===== config.mk =====
export PLATFORM = sky130hd
export DESIGN_NAME = fpa_cell
export DESIGN_NICKNAME = d
export VERILOG_FILES = /design/src/hdl/fpa_pkg.sv /design/src/hdl/fpa_cell.sv
export SDC_FILE = /design/constraint.sdc
export NUM_CORES = 1
export LEC_CHECK = 0
export ABC_CLOCK_PERIOD_IN_PS = 6500
export BUFFER_PORTS_ARGS = -buffer_cell sky130_fd_sc_hd__buf_2
export CORE_ASPECT_RATIO = 0.75
export CORE_MARGIN = 2
export CORE_UTILIZATION = 25
export CTS_BUF_LIST = sky130_fd_sc_hd__clkbuf_8
export CTS_CLUSTER_SIZE = 20
export DETAILED_ROUTE_END_ITERATION = 6
export SLEW_MARGIN = 40
export SYNTH_ARGS = -nofsm -noshare
export SYNTH_HDL_FRONTEND = slang
export SYNTH_SLANG_ARGS = --single-unit

===== constraint.sdc =====
create_clock -name clock -period 6.5 [get_ports clock]
set_input_delay 0.325 -clock clock [delete_from_list [all_inputs] [get_ports clock]]
set_output_delay 0.325 -clock clock [all_outputs]
set_load 0.05 [all_outputs]

===== src/hdl/fpa_pkg.sv =====
// Shared types, codes and helpers for the Q24.8 fixed-point ALU.
// No dependencies; the design files and the checker refer to it by scoped names.
`timescale 1ns / 1ps

package fpa_pkg;

   // Operation codes carried in req_type
   typedef enum logic [3:0] {
      OP_ADD      = 4'd0,
      OP_SUB      = 4'd1,
      OP_MUL      = 4'd2,
      OP_DIV      = 4'd3,
      OP_MIN      = 4'd4,
      OP_MAX      = 4'd5,
      OP_INC      = 4'd6,
      OP_DEC      = 4'd7,
      OP_FROM_INT = 4'd8,
      OP_TO_INT   = 4'd9
   } fpa_op_type;

   // Result status codes
   typedef enum logic [1:0] {
      STATUS_OK       = 2'd0,
      STATUS_OVERFLOW = 2'd1,
      STATUS_DIV_ZERO = 2'd2
   } fpa_status_type;

   // How the last stage finishes a request
   typedef enum logic [1:0] {
      KIND_SIMPLE = 2'd0,
      KIND_MUL    = 2'd1,
      KIND_DIV    = 2'd2
   } fpa_kind_type;

   localparam logic signed [31:0] S32_MAX = 32'sh7FFF_FFFF;
   localparam logic signed [31:0] S32_MIN = 32'sh8000_0000;

   typedef struct packed {
      logic [3:0]         req_type;
      logic signed [31:0] operand_a;
      logic signed [31:0] operand_b;
   } fpa_req_type;

   typedef struct packed {
      logic signed [31:0] result;
      logic               a_greater;
      logic               a_less;
      logic               a_equal;
      logic [1:0]         status;
   } fpa_rsp_type;

   // Control and data that ride along the divider chain
   typedef struct packed {
      logic               valid;
      fpa_kind_type       kind;
      logic               a_greater;
      logic               a_less;
      logic               a_equal;
      fpa_status_type     status;
      logic signed [31:0] result;     // finished result for simple kinds
      logic signed [63:0] product;    // full product for multiply
      logic               negative;   // quotient sign
      logic [31:0]        divisor;    // divisor magnitude
      logic [31:0]        rem;        // partial remainder
   } fpa_token_type;

   // Saturate a 33-bit signed sum to 32 bits
   function automatic logic signed [31:0] sat33(input logic signed [32:0] v);
      logic signed [31:0] r;
      if (v[32] != v[31]) begin
         r = v[32] ? S32_MIN : S32_MAX;
      end else begin
         r = v[31:0];
      end
      return r;
   endfunction

   function automatic logic ovf33(input logic signed [32:0] v);
      return v[32] != v[31];
   endfunction

endpackage


===== src/hdl/fpa_cell.sv =====
// One cell of the divider chain: a restoring step that yields one quotient bit.
// Numerator bits shift out of the top of nq as quotient bits shift in. Depends on fpa_pkg.
`timescale 1ns / 1ps

module fpa_cell #(
   parameter int FRAC_BITS = 8
) (
   input  logic                    clock,
   input  logic                    reset,
   input  fpa_pkg::fpa_token_type  prev_tok,
   input  logic [31+FRAC_BITS:0]   prev_nq,
   output fpa_pkg::fpa_token_type  next_tok,
   output logic [31+FRAC_BITS:0]   next_nq
);

   localparam int NW = 32 + FRAC_BITS;

   logic [32:0]            trial;
   logic [32:0]            trial_sub;
   logic                   fits;
   fpa_pkg::fpa_token_type tok_in;
   fpa_pkg::fpa_token_type tok_ff;
   logic [NW-1:0]          nq_in;
   logic [NW-1:0]          nq_ff;

   // Bring down the next numerator bit and try the subtract
   assign trial     = {prev_tok.rem, prev_nq[NW-1]};
   assign trial_sub = trial - {1'b0, prev_tok.divisor};
   assign fits      = trial >= {1'b0, prev_tok.divisor};

   always_comb begin
      tok_in       = prev_tok;
      tok_in.valid = prev_tok.valid && !reset;
      tok_in.rem   = fits ? trial_sub[31:0] : trial[31:0];
      nq_in        = {prev_nq[NW-2:0], fits};
   end

   always_ff @(posedge clock) begin
      tok_ff <= tok_in;
      nq_ff  <= nq_in;
   end

   assign next_tok = tok_ff;
   assign next_nq  = nq_ff;

endmodule


### After elaboration in Yosys (flattened, before gate mapping)

Index checks and enable logic that the tools add are counted.

| word-level totals | value |
|---|---|
| register bits | 209 |
| latch bits | 0 |
| RAM bits | 0 |
| bits in read-only memories | 0 |
| bits of input ports | 211 |
| output and inout port bits | 209 |
| logic and storage cells | 17 |
| memories | 0 |

| cells by class | value |
|---|---|
| add/subtract/negate cells | 1 |
| $mul | 0 |
| div/mod/pow operators | 0 |
| magnitude comparators | 1 |
| equal/unequal tests | 0 |
| shift-type cells | 0 |
| mux-type cells | 1 |
| bitwise operators | 0 |
| reductions and logical operators | 2 |

Operator list:

| kind | count |
|---|---|
| >= comparator 33 x 32 -> 1 bit | 1 |
| 2-to-1 mux 32 bit | 1 |
| subtractor 32 bit | 1 |
| logical AND 1 bit | 1 |
| logical NOT 1 bit | 1 |

### Depth between registers and ports, before layout

| depth | value |
|---|---|
| depth in word-level cells | 2 |
| depth in mapped cells | 13 |
| depth with buffers taken out | 12 |

### Least setup slack after synthesis

OpenSTA, ideal clock, no wires.

| timing path | value |
|---|---|
| path kind | input port to flip-flop |
| from | in prev_tok[39] (netlist bit) |
| to | reg tok_ff, in the netlist next_tok[13] |
| setup time | 0.123 ns |
| arrival | 2.834 ns |
| required time | 6.377 ns |
| slack | 3.543 ns |
| stages | 12 |
| path buffers | 2 |
| cells stage by stage | inv_1 > ha_1 > buf_2 > nand4_1 > or4_1 > a21oi_1 > nor3_1 > a211oi_2 > o21ai_2 > o31ai_4 > buf_4 > mux2_1 |

RTL lines:

| element | line | source |
|---|---|---|
| start: declaration | fpa_cell.sv:10 | `input fpa_pkg::fpa_token_type prev_tok,` |
| end signal: assignment | fpa_cell.sv:39 | `tok_ff <= tok_in;` |
| end: declaration | fpa_cell.sv:22 | `fpa_pkg::fpa_token_type tok_ff;` |

==> reports/metrics.csv <==
metric,value,unit
status,"finished, final reports clean",
grt_max_degree,41,
cp_common_cell,a21oi_1,
postCtsSetupBuffers,0,
io_buffers,419,
ys.flop_type,dfxtp_1,
clkPwrFrac,32.5,%
htree_levels,2,
core_area,25020,µm²
criticalPathCategory,primary input to flop,
synth-seq-cells,209,
drc,0,
dp_slack,2.560,ns
rsz0062_at_grt,no,
synth_warnings,0,
die-width,188.8,µm
antenna_found_initial,1,
power_density,299.9,nW/µm²
power.net_switching,1.134,mW
gp_congestion,0.8060,
start_util,25.58,%
final_cell_mix,"buf_2, dfxtp_1, dlygate4sd3_1",
p_leak,5.582,nW
power_frac_seq,41.6,%
swShare,33.41,%
hold_buffers,182,
vias,6339,
slew_headroom,59.48,%
path_clk_slew,0.05,ns
first_pass_iters,4,
layout_commonest_cell,buf_2,
drive_above_1_share,39.83,%
cp_max_fo,4,
fp.dieH,142.6,µm
die_area,26910,µm²
grt_pass1_wl,35900,µm
ys_seq_area_share,65.38,%
internal-power,2.260,mW
syn-num-nets,799,
wl_met3,1534,µm
top_layer_used,met4,
drt-met1-wl,10580,µm
worst_setup_path_end_kind,flop,
areaGrowthSynthToFinish,76.79,%
async_flop_share,0,%
cts_resized,0,
row_count,50,
critPathLaunchType,primary input,
fin_crit,3.922,ns
fill_cells,2332,
fin_total_pwr,3.393,mW
numCtsBuffers,36,
multiInputGateArea,1983,µm²
root_buffer,clkbuf_8,
drv_cap,0,
worst_path_max_delay_cell,dlygate4sd3_1,
worst_pin_slew,0.6050,ns
critical_path.max_stage_delay,0.54,ns
dp_hpwl,18440,µm
crit_chain,dlygate4sd3_1 -> buf_2 -> ha_1 -> fa_1 -> nand2b_1 -> a21oi_1 -> o21ai_0 -> o311a_1 -> a31oi_1 -> a21oi_1 -> o41ai_1 -> xor2_1 -> mux2_1,
worst_slack,2.578,ns
cts_buffer_depth,3,
viasPerCell,4.130,
fin_crit_sh,60.33,%
wl,24570,µm
syn_avg_cell_area,11.53,µm²
grt_usage,17.35,%
synth-edff-count,0,
wire_per_inst,16.01,µm
yosysUniqueCellTypes,48,
finalSetupTns,0,ns
p_comb_share,26.0,%
grt_pass1_vias,6712,
setup_viol,0,
cts.sinks,209,
maxSlewViolCount,0,
synthesis.area,6400,µm²
grt-ovfl-total,0,
required,6.91,ns
fmax,0.2550,GHz
route.met2.wl,11840,µm
hold_violations,0,
drtAntennaViolNets,0,
drtIter0Drc,216,
ir_drop,0.0001562,V
regArea,4184,µm²
synth_cells,555,
num_io_pins,420,
crit_arrival,4.33,ns
min_path_type,primary input to flop,
hold_slack,0.05850,ns
cts_tree,yes,
fin_nets,1421,
-- stage by stage --
stage          util [%]  instance area (µm²)  instances
6_report          45.21                11310       1535
5_1_grt           45.20                11310       1533
4_1_cts           45.20                11310       1533
3_5_place_dp      35.32                 8837       1295
3_3_place_gp      35.32                 8837       1295
2_1_floorplan         -                 6400        555
-- power by group through the flow --
stage | Combinational (mW) | Clock, mW | Sequential, mW
floorplan | 0.191 | 0 | 1.80
global placement | 0.790 | 0 | 1.43
detailed placement | 0.793 | 0 | 1.44
CTS | 0.885 | 1.15 | 1.41
global route | 0.933 | 1.21 | 1.42
finish | 0.882 | 1.10 | 1.41
-- critical path, delay by kind of cell --
family,cells,cell delay (ns)
buf+inv,2,0.69
compound gates,6,2.02
simple gates,1,0.20
mux,1,0.32
xor+xnor,1,0.12
fa+ha+maj,2,0.64
-- path summary, 6_finish.rpt --
kind,slack [ns],start,endpoint,cells after the start
worst max-delay path,2.58,prev_tok[32],next_tok[30]$_DFF_P_,13
worst min-delay path,0.06,prev_tok[6],next_tok[7]$_DFF_P_,2
-- sequential cells by signal (all words and copies together) (netlist names) --
name / cells
next_nq: 40
next_tok: 169
-- cell usage after synthesis (3+ instances only) --
cell / count / area (µm²)
o21a_1: 6 / 45.04
clkbuf_1: 6 / 22.52
xnor2_1: 15 / 131.4
nor4_1: 4 / 25.02
nor2_1: 35 / 131.4
nor2b_1: 4 / 25.02
inv_1: 38 / 142.6
ha_1: 32 / 400.4
buf_2: 8 / 40.04
nand2b_1: 3 / 18.77
o21ai_0: 16 / 80.08
o21bai_1: 3 / 22.52
dfxtp_1: 209 / 4184
mux2_1: 4 / 45.04
xor2_1: 12 / 105.1
o211ai_1: 4 / 30.03
a21o_1: 12 / 90.09
nand3_1: 8 / 40.04
a31oi_1: 5 / 31.28
a21oi_1: 56 / 280.3
nand4_1: 8 / 50.05
mux2_2: 6 / 67.56
buf_4: 3 / 22.52
a211oi_1: 3 / 22.52
nand2_1: 26 / 97.59
-- logic make-up after synthesis --
kind of cell	after synthesis	share of synthesized area (%)
adders and majority gates	33	6.569
AOI/OAI and AO/OA	119	11.44
DFF	209	65.38
buffers and inverters	56	3.636
and+or+nand+nor	100	7.371
xor gates and xnor gates	27	3.695
muxes	11	1.916
-- layout make-up --
type,instances,area share (%)
Sequential cell,209,36.98
Timing Repair Buffer,602,34.70
Multi-Input combinational cell,290,17.53
Clock buffer,43,5.231
Tap cell,338,3.738
Inverter,38,1.261
Clock inverter,13,0.5197
Antenna cell,2,0.04423
-- metal layers --
metal	global-route usage [%]	vias to the layer above
li1	-	3125
met1	20.95	2923
met2	29.47	239
met3	4.734	52
met4	6.743	0
met5	0	-
Note: power is estimated with default switching activity, not from simulation.
