File: src/hdl/fpa_pkg.sv
// Shared types, codes and helpers for the Q24.8 fixed-point ALU.
// No dependencies; the design files and the checker refer to it by scoped names.
`timescale 1ns / 1ps

package fpa_pkg;

   // Operation codes carried in req_type
   typedef enum logic [3:0] {
      OP_ADD      = 4'd0,
      OP_SUB      = 4'd1,
      OP_MUL      = 4'd2,
      OP_DIV      = 4'd3,
      OP_MIN      = 4'd4,
      OP_MAX      = 4'd5,
      OP_INC      = 4'd6,
      OP_DEC      = 4'd7,
      OP_FROM_INT = 4'd8,
      OP_TO_INT   = 4'd9
   } fpa_op_type;

   // Result status codes
   typedef enum logic [1:0] {
      STATUS_OK       = 2'd0,
      STATUS_OVERFLOW = 2'd1,
      STATUS_DIV_ZERO = 2'd2
   } fpa_status_type;

   // How the last stage finishes a request
   typedef enum logic [1:0] {
      KIND_SIMPLE = 2'd0,
      KIND_MUL    = 2'd1,
      KIND_DIV    = 2'd2
   } fpa_kind_type;

   localparam logic signed [31:0] S32_MAX = 32'sh7FFF_FFFF;
   localparam logic signed [31:0] S32_MIN = 32'sh8000_0000;

   typedef struct packed {
      logic [3:0]         req_type;
      logic signed [31:0] operand_a;
      logic signed [31:0] operand_b;
   } fpa_req_type;

   typedef struct packed {
      logic signed [31:0] result;
      logic               a_greater;
      logic               a_less;
      logic               a_equal;
      logic [1:0]         status;
   } fpa_rsp_type;

   // Control and data that ride along the divider chain
   typedef struct packed {
      logic               valid;
      fpa_kind_type       kind;
      logic               a_greater;
      logic               a_less;
      logic               a_equal;
      fpa_status_type     status;
      logic signed [31:0] result;     // finished result for simple kinds
      logic signed [63:0] product;    // full product for multiply
      logic               negative;   // quotient sign
      logic [31:0]        divisor;    // divisor magnitude
      logic [31:0]        rem;        // partial remainder
   } fpa_token_type;

   // Saturate a 33-bit signed sum to 32 bits
   function automatic logic signed [31:0] sat33(input logic signed [32:0] v);
      logic signed [31:0] r;
      if (v[32] != v[31]) begin
         r = v[32] ? S32_MIN : S32_MAX;
      end else begin
         r = v[31:0];
      end
      return r;
   endfunction

   function automatic logic ovf33(input logic signed [32:0] v);
      return v[32] != v[31];
   endfunction

endpackage

File: src/hdl/fpa_prep.sv
// Front cell of the ALU: decodes a request, does the short operations,
// the multiply and the divider setup. Depends on fpa_pkg.
`timescale 1ns / 1ps

module fpa_prep #(
   parameter int FRAC_BITS = 8
) (
   input  logic                    clock,
   input  logic                    reset,
   input  logic                    accept,
   input  fpa_pkg::fpa_req_type    req_data,
   output fpa_pkg::fpa_token_type  next_tok,
   output logic [31+FRAC_BITS:0]   next_nq
);

   localparam int NW = 32 + FRAC_BITS;

   logic signed [31:0]    a;
   logic signed [31:0]    b;
   logic signed [32:0]    sum;
   logic signed [32:0]    diff;
   logic signed [32:0]    incr;
   logic signed [32:0]    decr;
   logic [FRAC_BITS:0]    fi_top;
   logic                  fi_ovf;
   logic signed [31:0]    fi_val;
   logic [31:0]           mag_a;
   logic [31:0]           mag_b;
   fpa_pkg::fpa_token_type tok_in;
   fpa_pkg::fpa_token_type tok_ff;
   logic [NW-1:0]         nq_in;
   logic [NW-1:0]         nq_ff;

   assign a = req_data.operand_a;
   assign b = req_data.operand_b;

   // Wide sums for the add-type operations
   assign sum  = 33'(a) + 33'(b);
   assign diff = 33'(a) - 33'(b);
   assign incr = 33'(a) + 33'sd1;
   assign decr = 33'(a) - 33'sd1;

   // from_int overflows unless the top FRAC_BITS+1 bits are a sign run
   assign fi_top = a[31 -: FRAC_BITS+1];
   assign fi_ovf = !((&fi_top) || !(|fi_top));
   assign fi_val = a << FRAC_BITS;

   assign mag_a = a[31] ? 32'(-a) : a;
   assign mag_b = b[31] ? 32'(-b) : b;

   // Decode and short-operation results
   always_comb begin
      tok_in           = tok_ff;
      tok_in.valid     = accept && !reset;
      tok_in.kind      = fpa_pkg::KIND_SIMPLE;
      tok_in.a_greater = a > b;
      tok_in.a_less    = a < b;
      tok_in.a_equal   = a == b;
      tok_in.status    = fpa_pkg::STATUS_OK;
      tok_in.result    = '0;
      tok_in.product   = 64'(a) * 64'(b);
      tok_in.negative  = a[31] ^ b[31];
      tok_in.divisor   = mag_b;
      tok_in.rem       = '0;
      nq_in            = {mag_a, {FRAC_BITS{1'b0}}};
      case (req_data.req_type)
         fpa_pkg::OP_ADD: begin
            tok_in.result = fpa_pkg::sat33(sum);
            if (fpa_pkg::ovf33(sum)) tok_in.status = fpa_pkg::STATUS_OVERFLOW;
         end
         fpa_pkg::OP_SUB: begin
            tok_in.result = fpa_pkg::sat33(diff);
            if (fpa_pkg::ovf33(diff)) tok_in.status = fpa_pkg::STATUS_OVERFLOW;
         end
         fpa_pkg::OP_MUL: begin
            tok_in.kind = fpa_pkg::KIND_MUL;
         end
         fpa_pkg::OP_DIV: begin
            if (b == '0) begin
               tok_in.status = fpa_pkg::STATUS_DIV_ZERO;
            end else begin
               tok_in.kind = fpa_pkg::KIND_DIV;
            end
         end
         fpa_pkg::OP_MIN: begin
            tok_in.result = (a < b) ? a : b;
         end
         fpa_pkg::OP_MAX: begin
            tok_in.result = (a > b) ? a : b;
         end
         fpa_pkg::OP_INC: begin
            tok_in.result = fpa_pkg::sat33(incr);
            if (fpa_pkg::ovf33(incr)) tok_in.status = fpa_pkg::STATUS_OVERFLOW;
         end
         fpa_pkg::OP_DEC: begin
            tok_in.result = fpa_pkg::sat33(decr);
            if (fpa_pkg::ovf33(decr)) tok_in.status = fpa_pkg::STATUS_OVERFLOW;
         end
         fpa_pkg::OP_FROM_INT: begin
            if (fi_ovf) begin
               tok_in.result = a[31] ? fpa_pkg::S32_MIN : fpa_pkg::S32_MAX;
               tok_in.status = fpa_pkg::STATUS_OVERFLOW;
            end else begin
               tok_in.result = fi_val;
            end
         end
         fpa_pkg::OP_TO_INT: begin
            tok_in.result = a >>> FRAC_BITS;   // floor, never overflows
         end
         default: begin
            tok_in.result = '0;   // unknown opcode
         end
      endcase
   end

   always_ff @(posedge clock) begin
      tok_ff <= tok_in;
      nq_ff  <= nq_in;
   end

   assign next_tok = tok_ff;
   assign next_nq  = nq_ff;

endmodule

File: config.mk
export PLATFORM = sky130hd
export DESIGN_NAME = fpa_prep
export DESIGN_NICKNAME = d
export VERILOG_FILES = /design/src/hdl/fpa_pkg.sv /design/src/hdl/fpa_prep.sv
export SDC_FILE = /design/constraint.sdc
export NUM_CORES = 2
export LEC_CHECK = 0
export ABC_AREA = 1
export BUFFER_PORTS_ARGS = -buffer_cell sky130_fd_sc_hd__clkbuf_2
export CORE_UTILIZATION = 49
export DETAILED_ROUTE_END_ITERATION = 6
export GPL_ROUTABILITY_DRIVEN = 1
export GPL_TIMING_DRIVEN = 0
export MAX_ROUTING_LAYER = met4
export PLACE_DENSITY = 0.66
export SYNTH_ARGS = -nofsm -noshare
export SYNTH_HDL_FRONTEND = slang
export SYNTH_SLANG_ARGS = --single-unit
File: constraint.sdc
create_clock -name clock -period 24.8 [get_ports clock]
set_input_delay 4.96 -clock clock [delete_from_list [all_inputs] [get_ports clock]]
set_output_delay 4.96 -clock clock [all_outputs]
set_load 0.01 [all_outputs]
# Word level (Yosys, flattened, before mapping)
# Index checks and enable logic that the tools add are counted.
dict set report classes {
  add_sub_neg 6
  mul 1
  magnitude_cmp 2
  eq_ne 14
  mux 24
  n_bitwise 1
  reduce_logical 8
}
# op n
set op_table {}
lappend op_table {{$mux 32} 12}
lappend op_table {{$pmux 32 s8} 1}
lappend op_table {{$mul 32x32->64} 1}
lappend op_table {{$neg 32->32} 2}
lappend op_table {{$mux 31} 2}
lappend op_table {{$add 32x2->33 const B} 1}
lappend op_table {{$add 32x32->33} 1}
lappend op_table {{$sub 32x2->33 const B} 1}
lappend op_table {{$sub 32x32->33} 1}
lappend op_table {{$eq 32x32->1} 1}
lappend op_table {{$gt 32x32->1} 1}
lappend op_table {{$logic_not 32->1} 1}
lappend op_table {{$lt 32x32->1} 1}
lappend op_table {{$eq 4x3->1 const B} 4}
lappend op_table {{$pmux 2 s6} 1}
lappend op_table {{$reduce_and 9->1} 1}
lappend op_table {{$reduce_or 9->1} 1}
lappend op_table {{$eq 4x2->1 const B} 2}
lappend op_table {{$eq 4x4->1 const B} 2}
lappend op_table {{$mux 1} 5}
lappend op_table {{$eq 4x1->1 const B} 1}
lappend op_table {{$logic_not 4->1} 1}
lappend op_table {{$mux 2} 2}
lappend op_table {{$ne 1x1->1} 4}
lappend op_table {{5 further kinds} 6}
dict set report word_totals {
  regBits 169
  inputBits 71
  out_inout_bits 209
  word_cells 69
}

# Longest topological paths before layout
dict set report logic_depth {
  ltp_word 5
  mapped_depth 33
  ltp_nobuf 31
}

# Least setup slack after synthesis
# Ideal clock, no wire load.
dict set report synth_timing {
  path_kind {input to register}
  start {in req_data[63] (netlist bit)}
  end {reg tok_ff (netlist bit next_tok[125])}
  setup_ps 121
  arrival_time_ps 12243
  t_required_ps 24679
  slack_ps 12436
  stages 27
  path_buffers 4
  cell_sequence {buf_2 clkbuf_1 clkbuf_1 clkbuf_1 nand2_1 inv_1 fa_1 fa_1 fa_1 fa_1 inv_1 fa_1 inv_1 fa_1 inv_1 fa_1 inv_1 fa_1 ha_1 a21o_1 nand3_1 nand2_1 inv_1 o21ai_0 a221oi_1 nand3_1 xor2_1}
}
# element line_no
set synth_rtl {}
lappend synth_rtl {{start, declared} fpa_prep.sv:11} ;# input fpa_pkg::fpa_req_type req_data,
lappend synth_rtl {{end signal, assigned} fpa_prep.sv:117} ;# tok_ff <= tok_in;
lappend synth_rtl {{end, declared} fpa_prep.sv:30} ;# fpa_pkg::fpa_token_type tok_ff;

==> summary.md <==
| Metric | Value |
|---|---|
| Run status | `complete, but fails checks` |
| Violated checks | `design-rule violations, max-capacitance violations, max-slew violations` |
| X dimension of the die | `328 um` |
| Compound-cell area share of the yosys netlist | `under 10%` |
| Wire length reported by the detailed router | `245 mm` |
| Fraction of post-synthesis cell area in the top cell type by area | `between 40% and 50%` |
| Ys flop type | `sky130_fd_sc_hd__dfxtp_1` |
| Post-synthesis xor/xnor area fraction | `3.20%` |
| Inserted Clock Buffers | `17` |
| Worst slack, placed | `around 9200 ps` |
| Synth warn | `0` |
| Post-synth cell types | `56` |
| Area of the die | `107000 um^2` |
| Arrival @ worst endpoint | `about 16000 ps` |
| Total vias in the final route | `49500` |
| Most frequent cell after synthesis | `sky130_fd_sc_hd__nand2_1` |
| Kind of launch point of the worst setup path | `input port` |
| Die height | `328 um` |
| Layout filler cell count | `10300` |
| Number of max-slew violations in the final report | `2` |
| Sort of element at the end of the critical path | `flop` |
| Share of cell area taken by muxes after synthesis | `0%` |
| Total of hold buffers inserted after clock tree synthesis | `0` |
| Post-synthesis cell type with the largest combined area | `sky130_fd_sc_hd__fa_1` |
| GRT Resource Usage Total | `between 40% and 50%` |
| Starting density of the core | `about half` |
| Worst slew pin tran | `1520 ps` |
| Unrepaired setup endpoints after global routing | `no` |
| Worst setup path class | `in -> reg` |
| Leading post-synthesis cells by instance count | `1845 x sky130_fd_sc_hd__nand2_1, 1754 x sky130_fd_sc_hd__inv_1, 1084 x sky130_fd_sc_hd__fa_1` |
| Post-Syn Area per Cell | `7.41 um^2` |
| Final worst setup slack | `9700 ps` |
| Maximum number of pins on one net before global-route repair | `25` |
| Maximum root-to-sink buffer count | `2` |
| Final period utilization | `60.9%` |
| I/O pin cnt | `280` |
| Antenna violations before repair | `9` |
| First DRT Iteration DRCs | `approximately 7000` |
| Final-report setup violation count | `0` |
| Register area share after synthesis | `under 10%` |
| Floorplan core area | `105000 um^2` |
| Floorplan row count | `around 120` |
| Global-route wire length before repair | `~340 mm` |
| CTS clk-pin slew, worst paths | `approximately 100 ps` |
| Placed wire-length estimate after detailed placement | `~210 mm` |
| Largest family of logic cells by synthesized area | `adder cells` |
| Root Buffer | `sky130_fd_sc_hd__clkbuf_16` |
| Post-route minimum period | `around 15000 ps` |
| Clock sink count | `169` |
| H-tree level count | `4` |
| Number of DRC violations after detailed routing | `1` |
| Initial DRT Pass Iterations | `7` |
| Peak clock frequency supported by timing | `0.0662 GHz` |
| Antenna Violating Nets Remaining | `0` |
| Top cells by area, synth | `sky130_fd_sc_hd__fa_1 42%, sky130_fd_sc_hd__nand2_1 13%, sky130_fd_sc_hd__inv_1 13%, sky130_fd_sc_hd__dfxtp_1 6.5%, sky130_fd_sc_hd__ha_1 6.1%` |
| Max Fanout on Critical Path | `11` |
| Data required time of the worst path | `between 20000 and 30000 ps` |
| Number of gates resized after CTS | `0` |
| Type of the worst min-delay path | `in -> reg` |
| Total setup buffers inserted after CTS | `0` |
| Remaining Overflow, GRT | `0` |
| Post-synthesis simple-gate area fraction | `between 20% and 30%` |
| Area grow syn2layout | `7.14%` |
| Max-Cap Viols | `1` |
| Post-DR wirelength/cell | `28.0 um` |
| Final count of hold timing violations | `0` |
| Total standard cell area after synthesis | `between 50000 and 60000 um^2` |
| Final total negative setup slack | `0 ps` |
| Rel. slew slack | `-2.22%` |
| Number of global-route vias before repair | `48000` |
| Net count of the finished layout | `approximately 8700` |
| Fraction of final layout cells with drive strength greater than 1 | `between 6 and 7%` |
| Clock tree from TritonCTS | `built` |
| Async SR Flop Fraction | `0%` |
| Register bit total from synthesis | `169` |
| Final worst hold slack | `4560 ps` |
| Count of mapped cells out of synthesis | `7019` |
| Average via count per standard cell | `between 5 and 6` |
| I/O Buffers | `approximately 240` |
| Number of flops mapped to enable cells by yosys | `0` |
| Adder-cell area share of the yosys netlist | `a little under half` |
| Weighted congestion at the end of routability-driven global placement | `between 1 and 1.5` |
[cells in the final DEF (no fill, tap or decap), drive strengths merged, types with 2 or more instances in the layout]
cell type and instances:
nor4 15, inv 1801, nand3 302, o221ai 3, o21a 10, clkinv 25
o21ai 158, clkbuf 458, nand2 1876, nand4 62, nor3 53, a221oi 4
ha 252, o21bai 24, conb 40, fa 1084, o211ai 10, a21o 16
nand3b 3, dfxtp 169, a21oi 167, a31o 2, buf 171, nor2 385
or2 9, xnor2 24, a21boi 7, a31oi 23, xor2 166, and3 6
diode 4
[state kept, by name (all words and copies together) (netlist names)]
| name | flops |
|---|---|
| next_tok | 137 |
| next_nq | 32 |
[critical path: stages]
cell and delay [ps]:
sky130_fd_sc_hd__clkbuf_2 120, sky130_fd_sc_hd__buf_2 470, sky130_fd_sc_hd__clkbuf_1 680, sky130_fd_sc_hd__clkbuf_1 870, sky130_fd_sc_hd__clkbuf_1 790, sky130_fd_sc_hd__nand2_1 100
sky130_fd_sc_hd__inv_1 150, sky130_fd_sc_hd__fa_1 490, sky130_fd_sc_hd__fa_1 560, sky130_fd_sc_hd__fa_2 620, sky130_fd_sc_hd__fa_1 1080, sky130_fd_sc_hd__inv_1 460
sky130_fd_sc_hd__fa_1 600, sky130_fd_sc_hd__inv_1 60, sky130_fd_sc_hd__fa_1 530, sky130_fd_sc_hd__inv_1 50, sky130_fd_sc_hd__fa_1 530, sky130_fd_sc_hd__inv_1 70
sky130_fd_sc_hd__fa_1 450, sky130_fd_sc_hd__ha_1 380, sky130_fd_sc_hd__a21oi_1 410, sky130_fd_sc_hd__o21ai_0 220, sky130_fd_sc_hd__a21oi_1 160, sky130_fd_sc_hd__nand2_1 80
sky130_fd_sc_hd__a221oi_1 340, sky130_fd_sc_hd__nand2_1 100, sky130_fd_sc_hd__nand2_1 70, sky130_fd_sc_hd__nand2_1 50
[area by class of cell]
| type | instances | area, um^2 | share of cell area, % |
|---|---|---|---|
| clock inverter | 15 | 195 | 0.350 |
| timing repair buffer | 239 | 1200 | 2.15 |
| antenna | 4 | 10.0 | 0.0180 |
| clock buffer | 17 | 425 | 0.763 |
| multi-input combinational | 4704 | 40200 | 72.1 |
| inverter | 1812 | 6810 | 12.2 |
| tap | 1391 | 1740 | 3.12 |
| buffer | 373 | 1800 | 3.24 |
| sequential | 169 | 3380 | 6.07 |
[metrics by stage]
stage	instances	util, %	cell area [um^2]
floorplan	7058	-	52200
global route	8724	53.0	55700
finish	8724	53.0	55700
detailed placement	8688	52.4	55100
CTS	8720	52.9	55700
global placement	8688	52.4	55100
[routing by layer]
layer,GRT usage [%],share of wire (%),wire [um],vias up
met5,-,0,0,-
met4,25.7,6.7,16400,0
met2,62.7,40,97900,3589
li1,-,-,-,20800
met3,13.9,14,33500,695
met1,63.9,40,96900,24400
[final timing paths]
path	startpoint	to	cells after the start
worst max-delay path	req_data[63]	next_tok[127]	28
worst min-delay path	reset	next_tok[168]	2
[kinds of logic after synthesis]
kind of cell / Yosys count
AO/OA/AOI/OAI: 426
XOR/XNOR: 190
adder cells (fa/ha/maj): 1336
buffers and inverters: 2185
flip-flops: 169
other: 1
AND/OR/NAND/NOR: 2712
Power is not shown: default switching activity piles up to over one toggle a cycle in this logic, so the estimate is an artifact.
