File: config.mk
export PLATFORM = sky130hd
export DESIGN_NAME = fpa_post
export DESIGN_NICKNAME = d
export VERILOG_FILES = /design/src/hdl/fpa_pkg.sv /design/src/hdl/fpa_post.sv
export SDC_FILE = /design/constraint.sdc
export NUM_CORES = 1
export LEC_CHECK = 0
export BUFFER_PORTS_ARGS = -buffer_cell sky130_fd_sc_hd__buf_2
export CORE_UTILIZATION = 45
export DETAILED_ROUTE_END_ITERATION = 7
export GPL_TIMING_DRIVEN = 0
export PLACE_DENSITY = 0.76
export SYNTH_ARGS = -nofsm -noshare
export SYNTH_HDL_FRONTEND = slang
export SYNTH_SLANG_ARGS = --single-unit
File: constraint.sdc
create_clock -name clock -period 9.7 [get_ports clock]
set_input_delay 0.97 -clock clock [delete_from_list [all_inputs] [get_ports clock]]
set_output_delay 0.97 -clock clock [all_outputs]
set_load 0.02 [all_outputs]
File: src/hdl/fpa_pkg.sv
// Shared types, codes and helpers for the Q24.8 fixed-point ALU.
// No dependencies; the design files and the checker refer to it by scoped names.
`timescale 1ns / 1ps

package fpa_pkg;

   // Operation codes carried in req_type
   typedef enum logic [3:0] {
      OP_ADD      = 4'd0,
      OP_SUB      = 4'd1,
      OP_MUL      = 4'd2,
      OP_DIV      = 4'd3,
      OP_MIN      = 4'd4,
      OP_MAX      = 4'd5,
      OP_INC      = 4'd6,
      OP_DEC      = 4'd7,
      OP_FROM_INT = 4'd8,
      OP_TO_INT   = 4'd9
   } fpa_op_type;

   // Result status codes
   typedef enum logic [1:0] {
      STATUS_OK       = 2'd0,
      STATUS_OVERFLOW = 2'd1,
      STATUS_DIV_ZERO = 2'd2
   } fpa_status_type;

   // How the last stage finishes a request
   typedef enum logic [1:0] {
      KIND_SIMPLE = 2'd0,
      KIND_MUL    = 2'd1,
      KIND_DIV    = 2'd2
   } fpa_kind_type;

   localparam logic signed [31:0] S32_MAX = 32'sh7FFF_FFFF;
   localparam logic signed [31:0] S32_MIN = 32'sh8000_0000;

   typedef struct packed {
      logic [3:0]         req_type;
      logic signed [31:0] operand_a;
      logic signed [31:0] operand_b;
   } fpa_req_type;

   typedef struct packed {
      logic signed [31:0] result;
      logic               a_greater;
      logic               a_less;
      logic               a_equal;
      logic [1:0]         status;
   } fpa_rsp_type;

   // Control and data that ride along the divider chain
   typedef struct packed {
      logic               valid;
      fpa_kind_type       kind;
      logic               a_greater;
      logic               a_less;
      logic               a_equal;
      fpa_status_type     status;
      logic signed [31:0] result;     // finished result for simple kinds
      logic signed [63:0] product;    // full product for multiply
      logic               negative;   // quotient sign
      logic [31:0]        divisor;    // divisor magnitude
      logic [31:0]        rem;        // partial remainder
   } fpa_token_type;

   // Saturate a 33-bit signed sum to 32 bits
   function automatic logic signed [31:0] sat33(input logic signed [32:0] v);
      logic signed [31:0] r;
      if (v[32] != v[31]) begin
         r = v[32] ? S32_MIN : S32_MAX;
      end else begin
         r = v[31:0];
      end
      return r;
   endfunction

   function automatic logic ovf33(input logic signed [32:0] v);
      return v[32] != v[31];
   endfunction

endpackage

File: src/hdl/fpa_post.sv
// Last stage: rounds and saturates multiply and divide results and
// registers the response. Depends on fpa_pkg.
`timescale 1ns / 1ps

module fpa_post #(
   parameter int FRAC_BITS = 8
) (
   input  logic                    clock,
   input  logic                    reset,
   input  fpa_pkg::fpa_token_type  prev_tok,
   input  logic [31+FRAC_BITS:0]   prev_nq,
   output logic                    rsp_strobe,
   output fpa_pkg::fpa_rsp_type    rsp_data
);

   localparam int NW = 32 + FRAC_BITS;
   localparam logic signed [63:0] HALF = 64'sd1 <<< (FRAC_BITS - 1);

   logic signed [63:0]   mul_adj;
   logic signed [63:0]   mul_sum;
   logic signed [63:0]   mul_rnd;
   logic                 mul_ovf;
   logic                 round_up;
   logic [NW:0]          qr;
   logic                 ovf_pos;
   logic                 ovf_neg;
   logic                 div_ovf;
   fpa_pkg::fpa_rsp_type rsp_in;
   fpa_pkg::fpa_rsp_type rsp_ff;
   logic                 strobe_in;
   logic                 strobe_ff;

   // Multiply: half away from zero is +half for positive, +half-1 then floor for negative
   assign mul_adj = prev_tok.product[63] ? HALF - 64'sd1 : HALF;
   assign mul_sum = prev_tok.product + mul_adj;
   assign mul_rnd = mul_sum >>> FRAC_BITS;
   assign mul_ovf = !((&mul_rnd[63:31]) || !(|mul_rnd[63:31]));

   // Divide: round up when twice the remainder reaches the divisor
   assign round_up = {prev_tok.rem, 1'b0} >= {1'b0, prev_tok.divisor};
   assign qr       = {1'b0, prev_nq} + {{NW{1'b0}}, round_up};
   assign ovf_pos  = |qr[NW:31];
   assign ovf_neg  = (|qr[NW:32]) || (qr[31] && (|qr[30:0]));
   assign div_ovf  = prev_tok.negative ? ovf_neg : ovf_pos;

   always_comb begin
      strobe_in          = prev_tok.valid;
      rsp_in.a_greater   = prev_tok.a_greater;
      rsp_in.a_less      = prev_tok.a_less;
      rsp_in.a_equal     = prev_tok.a_equal;
      rsp_in.result      = prev_tok.result;
      rsp_in.status      = prev_tok.status;
      case (prev_tok.kind)
         fpa_pkg::KIND_MUL: begin
            if (mul_ovf) begin
               rsp_in.result = mul_rnd[63] ? fpa_pkg::S32_MIN : fpa_pkg::S32_MAX;
               rsp_in.status = fpa_pkg::STATUS_OVERFLOW;
            end else begin
               rsp_in.result = mul_rnd[31:0];
               rsp_in.status = fpa_pkg::STATUS_OK;
            end
         end
         fpa_pkg::KIND_DIV: begin
            if (div_ovf) begin
               rsp_in.result = prev_tok.negative ? fpa_pkg::S32_MIN : fpa_pkg::S32_MAX;
               rsp_in.status = fpa_pkg::STATUS_OVERFLOW;
            end else begin
               rsp_in.result = prev_tok.negative ? -qr[31:0] : qr[31:0];
               rsp_in.status = fpa_pkg::STATUS_OK;
            end
         end
         default: begin
            rsp_in.result = prev_tok.result;
         end
      endcase
   end

   always_ff @(posedge clock) begin
      rsp_ff <= rsp_in;
      if (reset) begin
         strobe_ff <= 1'b0;
      end else begin
         strobe_ff <= strobe_in;
      end
   end

   assign rsp_strobe = strobe_ff;
   assign rsp_data   = rsp_ff;

endmodule

# [Word-level counts from Yosys, hierarchy flattened]
# Index checks and enable logic that the tools add are counted.
[word_totals] ff_bits=38 latchBits=0 ram_bits=0 romBits=0 input_bits=211 output_inout_bits=38 word_cells=32 n_memories=0
[op_classes] add_sub_neg=3 multipliers=0 div_mod_pow=0 order_cmp=1 n_eq_ne=2 n_shift=0 muxes=11 bitwise=0 reduce_logical=9
[op_table] operator="$mux 32" count=5
[op_table] operator="$add 64x9->64" count=1
[op_table] operator="$pmux 32 s2" count=1
[op_table] operator="$add 40x1->41" count=1
[op_table] operator="$ge 33x32->1" count=1
[op_table] operator="$neg 32->32" count=1
[op_table] operator="$reduce_or 31->1" count=1
[op_table] operator="$reduce_and 25->1" count=1
[op_table] operator="$reduce_or 25->1" count=1
[op_table] operator="$reduce_or 10->1" count=1
[op_table] operator="$reduce_or 9->1" count=1
[op_table] operator="$mux 8" count=1
[op_table] operator="$pmux 2 s2" count=1
[op_table] operator="$mux 1" count=3
[op_table] operator="$eq 2x1->1 const B" count=1
[op_table] operator="$eq 2x2->1 const B" count=1
[op_table] operator="$logic_or 1x1->1" count=2
[op_table] operator="$logic_and 1x1->1" count=1
[op_table] operator="$logic_not 1->1" count=1

# [Logic depth before layout (Yosys ltp)]
# Gate-level depths: netlist of the first run.
[depth] depth_word=8 depth_mapped=25 mapped_depth_nobuf=23

# [Least setup slack after synthesis of the first run]
# Ideal clock, no wire load.
[synth_timing] path_type="in2reg" from="in prev_tok[33] in the netlist's numbering" to="reg rsp_ff (netlist bit rsp_data[36])" setup_ns=0.118 arrival_time_ns=5.016 required_ns=9.582 slack_ns=4.566 stages=23 path_buffers=1 cell_sequence="inv_1 -> ha_1 -> nor2b_1 -> o21a_1 -> o21a_1 -> o21a_1 -> o21a_1 -> o21ai_0 -> a21oi_1 -> nor4_1 -> o2111ai_1 -> ha_1 -> ha_1 -> and4_1 -> clkbuf_1 -> nand3_1 -> xor2_1 -> nand3_1 -> nand4b_1 -> nor3_2 -> or4b_1 -> nand4_1 -> a21oi_1"
[synth_lines] element="start, declared" line_no="fpa_post.sv:10" source="input fpa_pkg::fpa_token_type prev_tok,"
[synth_lines] element="end signal, assigned" line_no="fpa_post.sv:79" source="rsp_ff <= rsp_in;"
[synth_lines] element="end, declared" line_no="fpa_post.sv:29" source="fpa_pkg::fpa_rsp_type rsp_ff;"

==> key figures, run 1 <==
Outcome
  • Outcome: completed

Layout
  • Synth-to-layout area growth: 24.1%
  • Post-route cell area: 8030 sq um
  • Ratio of cells with drive above 1 in the final layout: 0.261
  • Filler cells: around 1.4k
  • Final #Nets: about 1.4k

Placed design
  • Placed Instance Area: 7890 sq um
  • Worst slack, placed: 3590 ps
  • Final HPWL DP: between 20 and 25 mm
  • Routability cong.: 0.980
  • IO Port Bufs: about 240

Floorplan
  • Initial core utilization: 0.464
  • DIE WIDTH: 122 um
  • I/O pin count: 249
  • Num rows: 43
  • Core ar.: 13900 sq um
  • Die H: 122 um
  • Die footprint: ~15000 sq um

Route
  • Vias per cell: about 6
  • Antenna-violating nets left: 0
  • Final wirelength: 23.9 mm
  • Routed len/inst: ~18 um
  • Vias: 8170
  • Residual DRC: 0
  • Initial DRC count: between 500 and 600
  • Initial DRT Pass Iterations: 6

CTS
  • CTS Buffer Depth: 2
  • Setup Fix Bufs, Post-CTS: 0
  • Num CTS Buffers: 5
  • Post_cts resized: 0
  • # hold bufs at CTS: 0
  • H-tree depth: 2
  • Clock Sink Count: 38
  • Clk root buf: clkbuf_16
  • CTS tree: done
  • Register clock-pin slew on the reported worst setup and hold paths: 60 ps

Global route
  • Vias in the first global route: 7438
  • GRT Util Overall: 0.314
  • First-pass GRT wire length: 36.6 mm
  • Initial antenna violation count: 1
  • Largest net degree at the start of global routing: 12
  • Gr ovfl total: 0

Logic synthesis
  • Post-Syn Area: around 6500 sq um
  • Post-synth ARST share: 0
  • Dominant synthesized flop cell: dfxtp_1
  • Seq/Total Area, Yosys: 0.118
  • Post-Syn Area per Cell: 7.03 sq um
  • Unique cell type count in the Yosys netlist: 80
  • Yosys reg bits: 38
  • Cells after Synth: 921
  • Post-synth EDFFs: 0
  • Syn_nets: 1175
  • Ys Warns: 0

Power and ir drop
  • Pwr per Cell Area: 78.7 nW/um^2
  • Sequential Power Share: 0.285
  • Comb power frac: 0.467
  • Total Power: 632 uW
  • Sw Ratio: 0.389
  • Leakage power: around 3.5 nW
  • Sw Pwr: 246 uW
  • Clock Power Share: 0.247
  • P_int: 386 uW
  • Max IR drop VDD: 0.0600 mV

Critical path
  • WP data required: just under 10000 ps
  • Startpoint Class: input pin
  • CP Max Fanout: 10
  • Crit end category: flip-flop
  • Worst endpoint data arrival time: 6030 ps
  • Critical path type: in2reg

Timing
  • RSZ-0062 raised after global routing: no
  • Slew headroom: 0.359
  • Slew @ Worst Pin: between 900 and 1000 ps
  • # setup viols final: 0
  • Final hold violations: 0
  • Final Cycle Share: 0.610
  • Final min period: 5920 ps
  • Setup ws final: 3780 ps
  • Fmax: approximately 170 MHz
  • Setup TNS: 0 ps
  • Slew Limit Fails: 0

Flow run
  • Max_cap viols: 0

Hold path
  • Path type of the worst min-delay path: in2reg
  • Hold Crit Depth: 1
==> cell usage after synthesis, types with 3 or more instances <==
master     instances  area share
or2_2              6      0.0058
o211ai_1          17       0.020
buf_6              6       0.010
nand3_2            4      0.0062
and2_1            12       0.012
a21o_1            16       0.019
xor2_1            27       0.037
nand2_1           99       0.057
a211oi_1           3      0.0035
and3_1            18       0.017
a31oi_1            9      0.0087
nor4_1            28       0.027
o21ai_0           53       0.041
o21ai_1           21       0.016
o31a_1             8       0.011
xnor2_1           54       0.073
ha_1              43       0.083
nand4b_1           6      0.0081
buf_4              5      0.0058
or4_1              8      0.0093
inv_1             58       0.034
nor2_1            42       0.024
o41ai_1            6      0.0081
clkbuf_1          15      0.0087
nor4b_1            5      0.0068
nor3_1            32       0.025
dfxtp_1           38        0.12
a31o_2             3      0.0041
and4_1            10       0.014
mux2i_1            3      0.0046
buf_2             14       0.011
nand2b_1           4      0.0039
nand3_1           53       0.041
a21oi_1           30       0.023
o31ai_1            5      0.0058
o21a_1            13       0.015
nand4_1           51       0.049
o211a_1            3      0.0046
o2111ai_1         21       0.028
or3_1             11       0.011
nor2b_1            8      0.0077
==> kinds of logic after synthesis <==
kind of cell             synth area share
adder cells (fa/ha/maj)            0.0831
AO/OA/AOI/OAI                       0.251
flip-flops                          0.118
XOR/XNOR                            0.112
buffers and inverters              0.0713
AND/OR/NAND/NOR                     0.360
multiplexers                      0.00464
==> registers in the layout, summed over array words and instances, names as in the netlist <==
register / flops
rsp_strobe: 1
rsp_data: 37
==> stage by stage <==
step	hold slack, ps	instances	util
floorplan	998	921	-
global placement	1070	1340	0.566
detailed placement	1070	1340	0.566
CTS	790	1347	0.576
global route	781	1348	0.576
finish	787	1348	0.576
==> final cells by class <==
class                   count  area [sq um]  area share
clock inverters             2          10.0     0.00125
plain buffers              43           244      0.0304
flip-flops and latches     38           761      0.0947
diodes                      1          2.50    0.000312
multi-input cells         782          5250       0.654
clock buffers               5           125      0.0156
repair buffers            239          1200       0.149
well taps                 180           225      0.0280
inverters                  58           218      0.0271
==> worst max-delay path, stage by stage <==
cell	delay, ps
buf_2	110
ha_1	290
nor2b_1	130
o21a_1	160
o21a_1	160
o21a_1	160
o21a_1	160
o21ai_0	140
a21oi_1	90
nor4_1	250
o2111ai_1	190
ha_1	280
ha_1	300
and4_1	230
clkbuf_1	170
nand3_1	130
xor2_1	370
nand3_1	340
nand4b_1	380
nor4_1	230
o21ai_1	140
buf_2	200
o21ai_0	250
nand4_1	200
==> per-layer routing <==
layer	global-route usage	up-vias	wire length, um
li1	-	3980	-
met1	0.387	3782	9790
met2	0.546	348	11600
met3	0.0426	60	1720
met4	0.125	0	831
met5	0	-	0
==> power by group through the flow <==
stage                     combinational, mW  sequential, mW  clock [mW]
after floorplan                       0.146           0.207           0
after global routing                  0.323           0.182       0.165
final                                 0.295           0.180       0.156
after detailed placement              0.291           0.184           0
after CTS                             0.292           0.180       0.156
after global placement                0.289           0.183           0
==> path summary, 6_finish.rpt <==
kind | startpoint | end | slack, ps
setup / recovery | prev_tok[0] | rsp_data[14]$_DFF_P_ | 3780
hold / removal | prev_tok[163] | rsp_data[2]$_DFF_P_ | 790
==> cell usage in the layout (no fill, tap or decap), drive strengths merged, types with 16 or more instances in the layout <==
master	n
a21o	16
a21oi	30
and3	20
buf	266
clkbuf	21
dfxtp	38
ha	43
inv	58
nand2	100
nand3	57
nand4	54
nor2	42
nor3	33
nor4	29
o2111ai	21
o211ai	17
o21ai	74
xnor2	55
xor2	27
Note: power is estimated with default switching activity, not from simulation.
==> run 2, diff against run 1 <==
ABC_AREA = 1   (was not set)
PLACE_DENSITY = 0.74   (was 0.76)
clock period = 5.9 ns   (was 9.7 ns; I/O delays follow)
==> run 2 against run 1 <==
Against the previous run:
- synthesized area grew 22%
- design area grew 19%
- setup slack got worse by 2800 ps
- critical path depth increased by 14
- critical path type unchanged
- largest power group unchanged
==> key figures, run 2 <==
Logic synthesis
  • Unique cell type count in the Yosys netlist: between 40 and 50
  • Top cells by area, synth: nand2_1, inv_1, dfxtp_1
  • Cell taking the most area after synthesis: nand2_1
  • Post-Syn Area per Cell: 5.09 sq um
  • Synth cell count leaders: nand2_1, inv_1, nor2_1
  • Cells after Synth: 1555
  • Syn_nets: 1809
  • Dominant synthesized flop cell: dfxtp_1
  • Yosys reg bits: 38
  • Seq/Total Area, Yosys: 0.0962
  • Post-synth EDFFs: 0
  • Ys Warns: 0
  • Most frequent cell after synthesis: nand2_1
  • Synth top area share: 0.307
  • Post-synth ARST share: 0
  • Post-Syn Area: 7910 sq um

Power and ir drop
  • Total Power: approximately 1.1 mW
  • Pwr per Cell Area: 120 nW/um^2
  • Max IR drop VDD: 0.161 mV
  • Leakage power: 5.37 nW

CTS
  • H-tree depth: 2
  • Setup Fix Bufs, Post-CTS: 0
  • Register clock-pin slew on the reported worst setup and hold paths: 70 ps
  • Clock Sink Count: 38
  • Num CTS Buffers: 5
  • Clk root buf: clkbuf_16
  • CTS Buffer Depth: 2
  • # hold bufs at CTS: 0
  • Post_cts resized: 0
  • CTS tree: done

Outcome
  • Outcome: completed

Critical path
  • CP Max Fanout: 10
  • Startpoint Class: input pin
  • Most used cell, CP: nand2_1
  • WP data required: 6120 ps
  • Worst endpoint data arrival time: 5130 ps
  • Crit path to: rsp_data[24]$_DFF_P_
  • CP max-delay cell: ha_1
  • Max stage delay on crit path: 380 ps
  • Setup crit start: prev_tok[34]
  • Crit end category: flip-flop
  • Critical path type: in2reg

Route
  • Routed len/inst: 13.7 um
  • Vias per cell: 5.03
  • Residual DRC: 0
  • Antenna-violating nets left: 0
  • Vias: 10.2k
  • Initial DRC count: roughly 730
  • Initial DRT Pass Iterations: 5
  • Final wirelength: 27.9 mm

Floorplan
  • Die H: 135 um
  • Die footprint: 18100 sq um
  • Num rows: 48
  • I/O pin count: 249
  • Initial core utilization: 0.459
  • Core ar.: 17200 sq um
  • DIE WIDTH: about 130 um

Layout
  • Final #Nets: about 2.1k
  • Synth-to-layout area growth: 21.2%
  • Most common cell after layout, fill and taps aside: nand2_1
  • Ratio of cells with drive above 1 in the final layout: 0.192
  • Largest register FFs: 37
  • Most frequent cells in the layout: nand2_1, buf_2, inv_1, nor2_1, nand3_1
  • Post-route cell area: 9590 sq um
  • N_diodes: 0

Placed design
  • Final HPWL DP: 24.4 mm
  • Placed Instance Area: 9430 sq um
  • IO Port Bufs: 247
  • Routability cong.: 1.02

Timing
  • Final Cycle Share: 0.832
  • Fmax: 204 MHz
  • RSZ-0062 raised after global routing: no
  • Hold WS: about 400 ps
  • Final min period: 4910 ps
  • Final hold violations: 0
  • Slew headroom: 0.342
  • Slew @ Worst Pin: 988 ps
  • # setup viols final: 0
  • Slew Limit Fails: 0
  • Setup TNS: 0 ps

Global route
  • Gr ovfl total: 0
  • Met1 Use GR: 0.393
  • Most used routing layer: met2
  • Vias in the first global route: 9210
  • GR Util met3: 0.0503
  • First-pass GRT wire length: 43.9 mm
  • Met2 usage: 0.530
  • Largest net degree at the start of global routing: 12
  • Initial antenna violation count: 0
  • GRT Util Overall: 0.306

Flow run
  • Max_cap viols: 0

Hold path
  • Path type of the worst min-delay path: in2reg
-- run 2: how the worst min path moves through the flow --
stage	start	endpoint	slack, ps	cells after the start
2_1_floorplan	prev_tok[163]	rsp_data[2]$_DFF_P_	620	0
3_3_place_gp	prev_tok[164]	rsp_data[3]$_DFF_P_	690	1
3_5_place_dp	prev_tok[163]	rsp_data[2]$_DFF_P_	690	1
4_1_cts	prev_tok[163]	rsp_data[2]$_DFF_P_	390	1
5_1_grt	prev_tok[164]	rsp_data[3]$_DFF_P_	390	1
6_report	prev_tok[163]	rsp_data[2]$_DFF_P_	390	1
-- run 2: per-layer routing --
metal	wire length, um	up-vias
met5	0	-
met1	12300	4422
met2	12600	444
met4	511	0
met3	2490	32
li1	-	5343
-- run 2: logic make-up after synthesis --
kind of cell	count (synthesis)	share of synthesized area
AOI/OAI and AO/OA	69	0.0546
buffers and inverters	243	0.122
adders and majority gates	43	0.0680
DFF	38	0.0962
xor gates and xnor gates	51	0.0565
and+or+nand+nor	1111	0.602
-- run 2: worst max-delay path, delay by kind of cell --
kind | cells | cell delay [ps]
compound gates | 6 | 710
xor+xnor | 1 | 240
fa+ha+maj | 3 | 960
buf+inv | 4 | 490
simple gates | 24 | 2130
-- run 2: where the power goes --
| part | total [mW] | internal (mW) | switching, mW | leakage, nW |
|---|---|---|---|---|
| clock | 0.318 | 0.200 | 0.118 | 0.0781 |
| combinational | 0.537 | 0.192 | 0.345 | 4.97 |
| sequential | 0.292 | 0.285 | 0.00674 | 0.319 |
-- run 2: metrics by stage --
step / setup slack (ps) / instances / utilization
after floorplan: 1840 / 1555 / -
after global placement: 805 / 2027 / 0.547
after detailed placement: 709 / 2027 / 0.547
after CTS: 1010 / 2035 / 0.556
after global routing: 588 / 2035 / 0.556
final: 989 / 2035 / 0.556
-- run 2: area by class of cell --
class | count | area, sq um
buffer | 27 | 158
tap | 225 | 282
timing repair buffer | 247 | 1240
inverter | 216 | 811
clock inverter | 1 | 30.0
clock buffer | 7 | 133
fill | 1860 | 7640
sequential | 38 | 761
multi-input combinational | 1274 | 6180
